==> config.mk <==
export PLATFORM = sky130hd
export DESIGN_NAME = rit_ram
export DESIGN_NICKNAME = d
export VERILOG_FILES = /design/src/rtl/assert_macros.svh /design/src/rtl/rit_ram.sv
export SDC_FILE = /design/constraint.sdc
export NUM_CORES = 1
export LEC_CHECK = 0
export BUFFER_PORTS_ARGS = -buffer_cell sky130_fd_sc_hd__buf_2
export CORE_ASPECT_RATIO = 1.25
export CORE_MARGIN = 2
export CORE_UTILIZATION = 62
export DETAILED_ROUTE_END_ITERATION = 7
export PLACE_DENSITY = 0.88
export RECOVER_POWER = 100
export SLEW_MARGIN = 25
export SYNTH_ARGS = -nofsm -noshare
export SYNTH_HDL_FRONTEND = slang
export SYNTH_SLANG_ARGS = --single-unit
==> constraint.sdc <==
create_clock -name clk -period 2.8 [get_ports clk]
set_input_delay 0.14 -clock clk [delete_from_list [all_inputs] [get_ports clk]]
set_output_delay 0.14 -clock clk [all_outputs]
set_load 0.02 [all_outputs]
==> src/rtl/assert_macros.svh <==
// Assertion macros used by the translator RTL
`ifndef ASSERT_MACROS_SVH
`define ASSERT_MACROS_SVH

// same-cycle implication, clocked on clk, off during reset
`define RIT_ASSERT_IMPL(label, ante, cons, msg) \
  label: assert property (@(posedge clk) disable iff (!rst_n) (ante) |-> (cons)) \
    else $error(msg);

// next-cycle implication, clocked on clk, off during reset
`define RIT_ASSERT_NEXT(label, ante, cons, msg) \
  label: assert property (@(posedge clk) disable iff (!rst_n) (ante) |=> (cons)) \
    else $error(msg);

`endif

==> src/rtl/rit_ram.sv <==
// Generic single-write, single-read RAM with registered read data
`default_nettype none
module rit_ram #(
  parameter int DEPTH = 32,
  parameter int WIDTH = 32,
  parameter int AW    = (DEPTH > 1) ? $clog2(DEPTH) : 1
) (
  input  wire logic             clk,
  input  wire logic             we,
  input  wire logic [AW-1:0]    waddr,
  input  wire logic [WIDTH-1:0] wdata,
  input  wire logic             re,
  input  wire logic [AW-1:0]    raddr,
  output logic      [WIDTH-1:0] rdata
);
  logic [WIDTH-1:0] mem [DEPTH];

  always_ff @(posedge clk) begin
    if (we) begin
      mem[waddr] <= wdata;
    end
  end

  always_ff @(posedge clk) begin
    if (re) begin
      rdata <= mem[raddr];
    end
  end
endmodule
`default_nettype wire

==> flow_summary.json <==
{
  "synth_area_per_cell_sq_um": 18.1,
  "drt_first_iter_violations": 3638,
  "r2r-start": "mem[1][13]$_DFFE_PP_",
  "rows": 105,
  "multi_input_area_sq_mm": 0.00847,
  "setup_viol": 0,
  "ant_nets": 0,
  "layout_commonest_cell": "edfxtp_1",
  "hold_class": "in -> reg",
  "final-hold-violation-count": 0,
  "grt_remaining_overflow": 0,
  "synth-seq-cells": 1056,
  "final_core_util_pct": 69.8,
  "post_dp_cell_area_sq_mm": 0.0432,
  "final_cell_mix": "edfxtp_1, mux2i_1, clkbuf_1, nand3_1, nand2_1",
  "finalWirelength_mm": 107,
  "status": "finished, violations left",
  "power_w": 0.0315,
  "first_pass_iters": 6,
  "endpoint_kind": "flip-flop",
  "drive_gt1_share_pct": 9.90,
  "yosysWarnings": 0,
  "maxCapViolCount": 13,
  "path_buf_inv": 2,
  "min_to": "rdata[10]$_DFFE_PP_",
  "initial_core_util_pct": 62.4,
  "placement.io_buffers": 76,
  "design_area_sq_mm": 0.0457,
  "grt_pass1_vias": 23758,
  "viasPerCell": 6.97,
  "grt_pass1_wl_mm": 155,
  "die_y_um": 291,
  "ios": 77,
  "insertion_delay_ps": 660,
  "worst_slew_pin_slew_ps": 2050,
  "cts.path.max_buffers": 3,
  "skew_ps": 26.9,
  "nets": 2488,
  "area_growth_pct": 11.9,
  "violations": "max-capacitance violations, max-slew violations",
  "crit_family": "buffers and inverters",
  "crit_fanout": 29,
  "min_period_ps": 2290,
  "via_count": 23500,
  "regArea_sq_mm": 0.0317,
  "rsz0062_at_grt": "false",
  "vdd_drop_max_mv": 0.534,
  "leakage_nw": 15.8,
  "die_w_um": 233,
  "remaining_drc_errors": 0,
  "placed_cells": 3189,
  "clock_sinks": 1056,
  "fin_cells": 3372,
  "gr-usage-all-layers_pct": 31.6,
  "slowest_stage": "clkbuf_2",
  "grt_max_degree": 45,
  "post_synth_num_cell_types": 24,
  "power.density_mw_per_mm2": 690,
  "wl_per_cell_um": 31.7,
  "regToRegSetupSlack_ps": 1130,
  "cp-start-kind": "input port",
  "netlist_instances": 2260,
  "yosysSeqAreaShare_pct": 77.7,
  "min_path_cells": 5,
  "rr_worst_depth": 5,
  "fin_crit_sh_pct": 81.6,
  "critPathMaxStageDelay_ps": 1170,
  "worstSetupPathType": "in -> reg",
  "arrival_ps": 2530,
  "antenna_found_initial": 2,
  "cp.required_ps": 3040,
  "cts_setup_buffers": 0,
  "cts_root_buf": "clkbuf_16",
  "crit_chain": "clkbuf_1 > nand3_1 > nor2_1 > clkbuf_2",
  "slew_viol_final": 263,
  "netlist_area_sq_mm": 0.0408,
  "r2r-end": "rdata[13]$_DFFE_PP_",
  "cts_max_level": 3,
  "finalSetupTns_ps": 0,
  "cts_buffers": 89,
  "fmax_ghz": 0.438,
  "cts_tree": "done",
  "place.gp.congestion": 0.826,
  "max-slew-margin-rel_pct": -36.5,
  "synth_fp_nets": 2305,
  "core_sq_mm": 0.0654,
  "dp_hpwl_mm": 57.2,
  "fillCellCount": 3573,
  "clkTransAtPathRegs_ps": 60,
  "die_area_sq_mm": 0.0679,
  "min_from": "raddr[1]"
}
[report_power, final]
group	internal (W)	switching (W)	total [W]
combinational	0.000575	0.00121	0.00178
clock	0.00650	0.00550	0.0120
sequential	0.0177	0.0000898	0.0177
[per-stage QoR]
stage	hold slack [ps]	setup slack (ps)
floorplan	239	226
global placement	587	648
detailed placement	588	627
CTS	2.29	1160
global route	286	554
finish	264	515
[cell usage after synthesis]
master | number | area share, %
a21oi_1 | 96 | 1.2
a22o_1 | 64 | 1.4
a22oi_1 | 96 | 1.8
a31oi_1 | 32 | 0.49
and2_1 | 1 | 0.015
and2b_1 | 1 | 0.018
buf_1 | 5 | 0.046
buf_2 | 26 | 0.32
buf_4 | 33 | 0.61
buf_6 | 15 | 0.41
clkbuf_1 | 46 | 0.42
clkbuf_4 | 2 | 0.037
edfxtp_1 | 1056 | 78
mux2i_1 | 512 | 13
nand2_1 | 98 | 0.90
nand2b_1 | 2 | 0.031
nand3_1 | 98 | 1.2
nand3b_1 | 5 | 0.092
nor2_1 | 34 | 0.31
nor2b_1 | 1 | 0.015
nor3_1 | 32 | 0.39
or2_2 | 1 | 0.015
or3_1 | 1 | 0.015
or3b_2 | 3 | 0.064
[registers in the layout (all words and copies together) (netlist names)]
signal  cells
mem      1024
rdata      32
[repair_timing]
item / CTS / global route
resized for setup: 0 / 0
hold endpoints to repair: 573 / 0
hold buffers: 19 / 0
[worst max-delay path by stage]
| stage | start | to | slack (ps) | cells after the start |
|---|---|---|---|---|
| after global routing | waddr[2] | mem[30][31]$_DFFE_PP_ | 550 | 4 |
| after CTS | mem[1][4]$_DFFE_PP_ | rdata[4]$_DFFE_PP_ | 1160 | 5 |
| after floorplan | waddr[1] | mem[12][0]$_DFFE_PP_ | 230 | 3 |
| final | waddr[2] | mem[30][31]$_DFFE_PP_ | 510 | 4 |
| after detailed placement | raddr[2] | rdata[4]$_DFFE_PP_ | 630 | 6 |
| after global placement | raddr[2] | rdata[4]$_DFFE_PP_ | 650 | 6 |
[routing by layer]
| layer | GRT usage [%] | vias to the layer above | routed length (um) |
|---|---|---|---|
| li1 | - | 9364 | - |
| met1 | 39.3 | 11455 | 34300 |
| met2 | 50.8 | 2184 | 51400 |
| met3 | 6.58 | 497 | 13300 |
| met4 | 20.1 | 0 | 7870 |
| met5 | 0 | - | 0 |
[cells by family after synthesis]
logic type	Yosys count	share of synthesized area (%)
AOI/OAI and AO/OA	288	4.81
buffers and inverters	127	1.85
DFF	1056	77.7
muxes	512	12.6
and+or+nand+nor	277	3.08
[final cells by class]
class	count	area share (%)
Clock buffer	104	5.09
Antenna cell	1	0.00548
Tap cell	856	2.35
Timing Repair Buffer	219	3.58
Sequential cell	1056	69.5
Clock inverter	59	0.962
Multi-Input combinational cell	1077	18.6
[tightest hold or removal path, stage by stage]
cell and delay [ps]:
buf_2 160, nor2_4 150, nand2_1 90, a31oi_1 140
nand3_1 100
No activity file was read; power rests on OpenSTA's default activity.
