`config.mk`:
```
export PLATFORM = sky130hd
export DESIGN_NAME = rit_remap
export DESIGN_NICKNAME = d
export VERILOG_FILES = /design/src/rtl/assert_macros.svh /design/src/rtl/rit_pkg.sv /design/src/rtl/rit_remap.sv
export SDC_FILE = /design/constraint.sdc
export NUM_CORES = 1
export LEC_CHECK = 0
export ABC_CLOCK_PERIOD_IN_PS = 6700
export BUFFER_PORTS_ARGS = -buffer_cell sky130_fd_sc_hd__buf_4
export CAP_MARGIN = 5
export CORE_MARGIN = 5
export CORE_UTILIZATION = 53
export CTS_CLUSTER_DIAMETER = 50
export CTS_CLUSTER_SIZE = 30
export DETAILED_ROUTE_END_ITERATION = 10
export PLACE_DENSITY = 0.83
export SLEW_MARGIN = 20
export SYNTH_ARGS = -nofsm -noshare
export SYNTH_HDL_FRONTEND = slang
export SYNTH_SLANG_ARGS = --single-unit
```
`constraint.sdc`:
```
create_clock -name clk -period 6.7 [get_ports clk]
set_input_delay 0.335 -clock clk [delete_from_list [all_inputs] [get_ports clk]]
set_output_delay 0.335 -clock clk [all_outputs]
set_load 0.005 [all_outputs]
```
`src/rtl/assert_macros.svh`:
```
// Assertion macros used by the translator RTL
`ifndef ASSERT_MACROS_SVH
`define ASSERT_MACROS_SVH

// same-cycle implication, clocked on clk, off during reset
`define RIT_ASSERT_IMPL(label, ante, cons, msg) \
  label: assert property (@(posedge clk) disable iff (!rst_n) (ante) |-> (cons)) \
    else $error(msg);

// next-cycle implication, clocked on clk, off during reset
`define RIT_ASSERT_NEXT(label, ante, cons, msg) \
  label: assert property (@(posedge clk) disable iff (!rst_n) (ante) |=> (cons)) \
    else $error(msg);

`endif

```
`src/rtl/rit_pkg.sv`:
```
// Package: widths, codes and types of the resource ID translator
`default_nettype none
package rit_pkg;
  localparam int ID_W      = 32;
  localparam int VIS_DEPTH = 32;
  localparam int COL_DEPTH = 256;
  localparam int VIS_AW    = (VIS_DEPTH > 1) ? $clog2(VIS_DEPTH) : 1;
  localparam int COL_AW    = (COL_DEPTH > 1) ? $clog2(COL_DEPTH) : 1;
  localparam int VIS_CW    = $clog2(VIS_DEPTH + 1);
  localparam int COL_CW    = $clog2(COL_DEPTH + 1);
  localparam int IDX_W     = (COL_CW > VIS_CW) ? COL_CW : VIS_CW;
  localparam int BIT_AW    = $clog2(ID_W);
  localparam int BIT_PW    = BIT_AW + 1;
  localparam int SLOT_CNT  = 6;
  localparam int SPEC_CNT  = 3;

  localparam logic [2:0] ACT_XLATE   = 3'd0;
  localparam logic [2:0] ACT_CLEAR   = 3'd1;
  localparam logic [2:0] ACT_SPECIAL = 3'd2;
  localparam logic [2:0] ACT_SVIS    = 3'd3;
  localparam logic [2:0] ACT_TVIS    = 3'd4;
  localparam logic [2:0] ACT_SCOL    = 3'd5;
  localparam logic [2:0] ACT_TCOL    = 3'd6;

  localparam logic [2:0] KIND_BASE  = 3'd0;
  localparam logic [2:0] KIND_ROOT  = 3'd1;
  localparam logic [2:0] KIND_COLOR = 3'd4;
  localparam logic [2:0] KIND_VIS   = 3'd5;
  localparam logic [2:0] KIND_NONE  = 3'd6;
  localparam logic [2:0] KIND_LOAD  = 3'd7;

  localparam logic [2:0] REG_SRC_BASE = 3'd0;
  localparam logic [2:0] REG_SRC_MASK = 3'd1;
  localparam logic [2:0] REG_TGT_BASE = 3'd2;
  localparam logic [2:0] REG_TGT_MASK = 3'd3;
  localparam logic [2:0] REG_EXACT    = 3'd4;
  localparam logic [2:0] REG_COLOR_EN = 3'd5;

  typedef struct packed {
    logic            start;
    logic [ID_W-1:0] id;
    logic [ID_W-1:0] src_mask;
    logic [ID_W-1:0] tgt_mask;
    logic [ID_W-1:0] tgt_base;
  } remap_req_t;

  typedef struct packed {
    logic            done;
    logic [ID_W-1:0] result;
  } remap_rsp_t;
endpackage
`default_nettype wire

```
`src/rtl/rit_remap.sv`:
```
// Exact remap unit: moves ID bits from source mask positions to target mask positions
`default_nettype none
module rit_remap (
  input  wire logic                clk,
  input  wire logic                rst_n,
  input  wire rit_pkg::remap_req_t req,
  output rit_pkg::remap_rsp_t      rsp
);
  logic                         busy_r, busy_nxt;
  logic                         done_r, done_nxt;
  logic [rit_pkg::BIT_PW-1:0]   sb_r, sb_nxt, tb_r, tb_nxt;
  logic [rit_pkg::ID_W-1:0]     id_r, id_nxt, acc_r, acc_nxt;
  logic                         sbit, tbit, fin;

  assign sbit = req.src_mask[sb_r[rit_pkg::BIT_AW-1:0]];
  assign tbit = req.tgt_mask[tb_r[rit_pkg::BIT_AW-1:0]];
  assign fin  = sb_r[rit_pkg::BIT_AW] | tb_r[rit_pkg::BIT_AW];

  always_comb begin
    busy_nxt = busy_r;
    done_nxt = done_r;
    sb_nxt   = sb_r;
    tb_nxt   = tb_r;
    id_nxt   = id_r;
    acc_nxt  = acc_r;
    if (req.start) begin
      busy_nxt = 1'b1;
      done_nxt = 1'b0;
      sb_nxt   = '0;
      tb_nxt   = '0;
      id_nxt   = req.id;
      acc_nxt  = '0;
    end else if (busy_r) begin
      if (fin) begin
        busy_nxt = 1'b0;
        done_nxt = 1'b1;
      end else begin
        if (!sbit) sb_nxt = sb_r + 1'b1;
        if (!tbit) tb_nxt = tb_r + 1'b1;
        if (sbit && tbit) begin
          acc_nxt[tb_r[rit_pkg::BIT_AW-1:0]] = id_r[sb_r[rit_pkg::BIT_AW-1:0]];
          sb_nxt = sb_r + 1'b1;
          tb_nxt = tb_r + 1'b1;
        end
      end
    end
  end

  always_ff @(posedge clk) begin
    if (!rst_n) begin
      busy_r <= 1'b0;
      done_r <= 1'b0;
    end else begin
      busy_r <= busy_nxt;
      done_r <= done_nxt;
    end
    sb_r  <= sb_nxt;
    tb_r  <= tb_nxt;
    id_r  <= id_nxt;
    acc_r <= acc_nxt;
  end

  assign rsp.done   = done_r;
  assign rsp.result = acc_r | req.tgt_base;
endmodule
`default_nettype wire

```
==> metrics.md <==
| Metric | Value |
|---|---|
| Status | complete, no violations |
| Max_cap viols | 0 |
| Post-synthesis sequential area ratio | 45.2% |
| Clk buf depth | 2 |
| DIE AREA | around 9700 um2 |
| Height of the die | 98.7 um |
| Post-Syn Nets | around 520 |
| # Post-CTS Setup Buffers | 0 |
| Slew headroom | 28.8% |
| Top cells by area, synth | edfxtp_1, dfxtp_1, mux2i_1 |
| Top Ports | 164 |
| Final cell count without fillers | 636 |
| DR WL/cell | approximately 16 um |
| Clk_lat worst skew | 0.34 ns |
| Initial Util | between 50% and 60% |
| GR Util All Layers | 21.1% |
| Primary FF master, synth | dfxtp_1 |
| # rows | 32 |
| Largest net degree at the start of global routing | 81 |
| RSZ-0062 raised after global routing | false |
| # fillers | 586 |
| #FFs+latches synth | between 70 and 80 |
| Peak VDD IR | 0.000151 V |
| CTS root buffer | clkbuf_8 |
| Critical path origin | sb_r[1] |
| Via-to-Cell Ratio | between 5 and 6 |
| Drt drc | 0 |
| HPWL Detailed | 7750 um |
| Final setup viols | 0 |
| Slew @ Worst Pin | 1.07 ns |
| Min-delay worst type | input pin to flop |
| Area of the core | 7690 um2 |
| Hold buffer count at cts | 0 |
| Dpl cell area | 5420 um2 |
| CTS tree | built |
| Clock slew at reported path FFs | 0.08 ns |
| Setup crit start kind | flop |
| Post-route cell area | 5630 um2 |
| Worst setup EP type | flop |
| Layout Nets | 666 |
| Number of buffers created by CTS | 9 |
| Critical path class | flop to flop |
| Clock Skew | 0.00986 ns |
| Ant diodes | 0 |
| Total negative slack | 0 ns |
| Min-delay src | req[122] |
| Final Max Tran Viols | 0 |
| GP Congestion | 0.798 |
| Final worst path period share | 45.1% |
| H-tree levels | 3 |
| Leak pwr | 2.45 nW |
| CTS Sinks | 78 |
| Utilization after layout | 73.2% |
| Drt initial violations | 126 |
| Placed insts | roughly 620 |
| Average size of a mapped cell | 10.9 um2 |
| Global-route wire length before repair | between 15000 and 20000 um |
| EDFF count, synth | 32 |
| Grt total ovfl | 0 |
| Cts repair resizes | 0 |
| WL final | 10300 um |
| FMAX | about 0.33 GHz |
| Post-synth top area share | 23.1% |
| Async set-reset flop share out of synthesis | 0% |
| Die Wd | 98.7 um |
| Tmin final | 3.02 ns |
| Power Density | 192 nW/um2 |
| Worst EP required | 6.93 ns |
| Layout cells sized above 1 | 45.1% |
| Number of global-route vias before repair | between 3000 and 4000 |
| RR Startpoint | sb_r[1] |
| Area leader, netlist | edfxtp_1 |
| Worst EP arrival | 3.25 ns |
| Netlist Area Pre-Place | ~4200 um2 |
| DRT antenna net count | 0 |
| Crit Path Max Fanout | 20 |
| Buffers on Ports | around 160 |
| Initial antenna violation count | 0 |
| Netlist cell types | 38 |
| Synthesis Warnings | 0 |
| Drt first pass iters | 4 |
| P&R area growth vs syn | 35.0% |
| Vias | 3404 |
| Hold violation count in the final report | 0 |
| Mapped Cells | 382 |
==> cell type report <==
cell class | count | area [um2] | area share (%)
inverters | 5 | 18.8 | 0.334
repair buffers | 166 | 1250 | 22.1
well taps | 102 | 128 | 2.27
clock buffers | 12 | 166 | 2.96
clock inverters | 3 | 41.3 | 0.734
multi-input cells | 270 | 2140 | 38.1
flip-flops and latches | 78 | 1880 | 33.4
==> final timing paths <==
path	slack [ns]	cells past startpoint	to
worst min register to register	0.47	2	tb_r[5]
worst min-delay path	0.16	1	id_r[26]
worst max-delay path	3.68	6	sb_r[4]
worst max register to register	3.68	6	sb_r[4]
==> state kept, by name (all words and copies together), names as in the netlist <==
signal / count
acc_r: 32
busy_r: 1
done_r: 1
id_r: 32
sb_r: 6
tb_r: 6
==> placed cells by master (no fill, tap or decap), types with 4 or more instances in the layout <==
cell / n
nor2_1: 15
ha_1: 5
or3_1: 7
nand3_1: 36
dfxtp_1: 46
o21ai_0: 6
o22ai_1: 8
buf_4: 166
clkbuf_8: 10
mux4_2: 16
mux2_2: 4
mux2i_1: 52
nor3_1: 5
nand2b_1: 33
nand3b_1: 4
or2_2: 33
edfxtp_1: 32
a21oi_1: 8
inv_1: 5
nand2_1: 9
==> cell families after synthesis <==
family          count (synthesis)  share of synthesized area [%]
simple gates                  158                           21.5
flops                          78                           45.2
mux                            72                           22.2
compound gates                 34                           5.79
buf+inv                        34                           3.60
fa+ha+maj                       5                           1.50
xor+xnor                        1                          0.210
==> metrics by stage <==
step,worst slack (ns),total power [mW],hold slack (ns)
3_3_place_gp,3.71,0.722,0.437
6_report,3.68,1.08,0.163
2_1_floorplan,4.21,0.632,0.426
5_1_grt,3.53,1.13,0.143
3_5_place_dp,3.68,0.728,0.448
4_1_cts,3.65,1.09,0.154
==> where the power goes <==
group | total [mW] | internal, mW | switching, mW
combinational | 0.190 | 0.116 | 0.0743
sequential | 0.526 | 0.514 | 0.0116
clock | 0.365 | 0.203 | 0.162
total | 1.08 | 0.832 | 0.248
==> synth_stat cells (2+ instances only) <==
master    number
nand2_1        9
clkbuf_1      17
nand3b_1       4
nand2b_1      33
a22oi_1        3
nor2_1        15
ha_1           5
o21ai_0        6
nor2b_1        3
mux4_2        16
mux2_2         4
nor3_1         5
dfxtp_1       46
nor3b_1        2
or3_1          7
nand3_1       36
and2_1         2
buf_4          3
o22ai_1        8
or2_2         33
edfxtp_1      32
mux2i_1       52
a21oi_1        9
and3_1         3
inv_1          5
o21a_1         2
buf_2          9
or3b_2         2
and3b_1        2
==> routing by layer <==
metal	wire, um	part of all wire [%]	global-route usage, %	vias to the layer above
met5	0	0	0	-
met3	602	5.8	5.17	9
met1	4140	40	25.5	1615
met2	5460	53	37.5	107
li1	-	-	-	1673
met4	90	0.87	5.46	0
==> worst max-delay path: stages (launching register included) <==
cell and delay, ns:
dfxtp_1 0.89, mux4_2 0.59, and3b_1 0.20, o41ai_4 0.40, o31ai_2 0.21, or3_1 0.35
mux2_2 0.27
No activity file was read; power rests on OpenSTA's default activity.
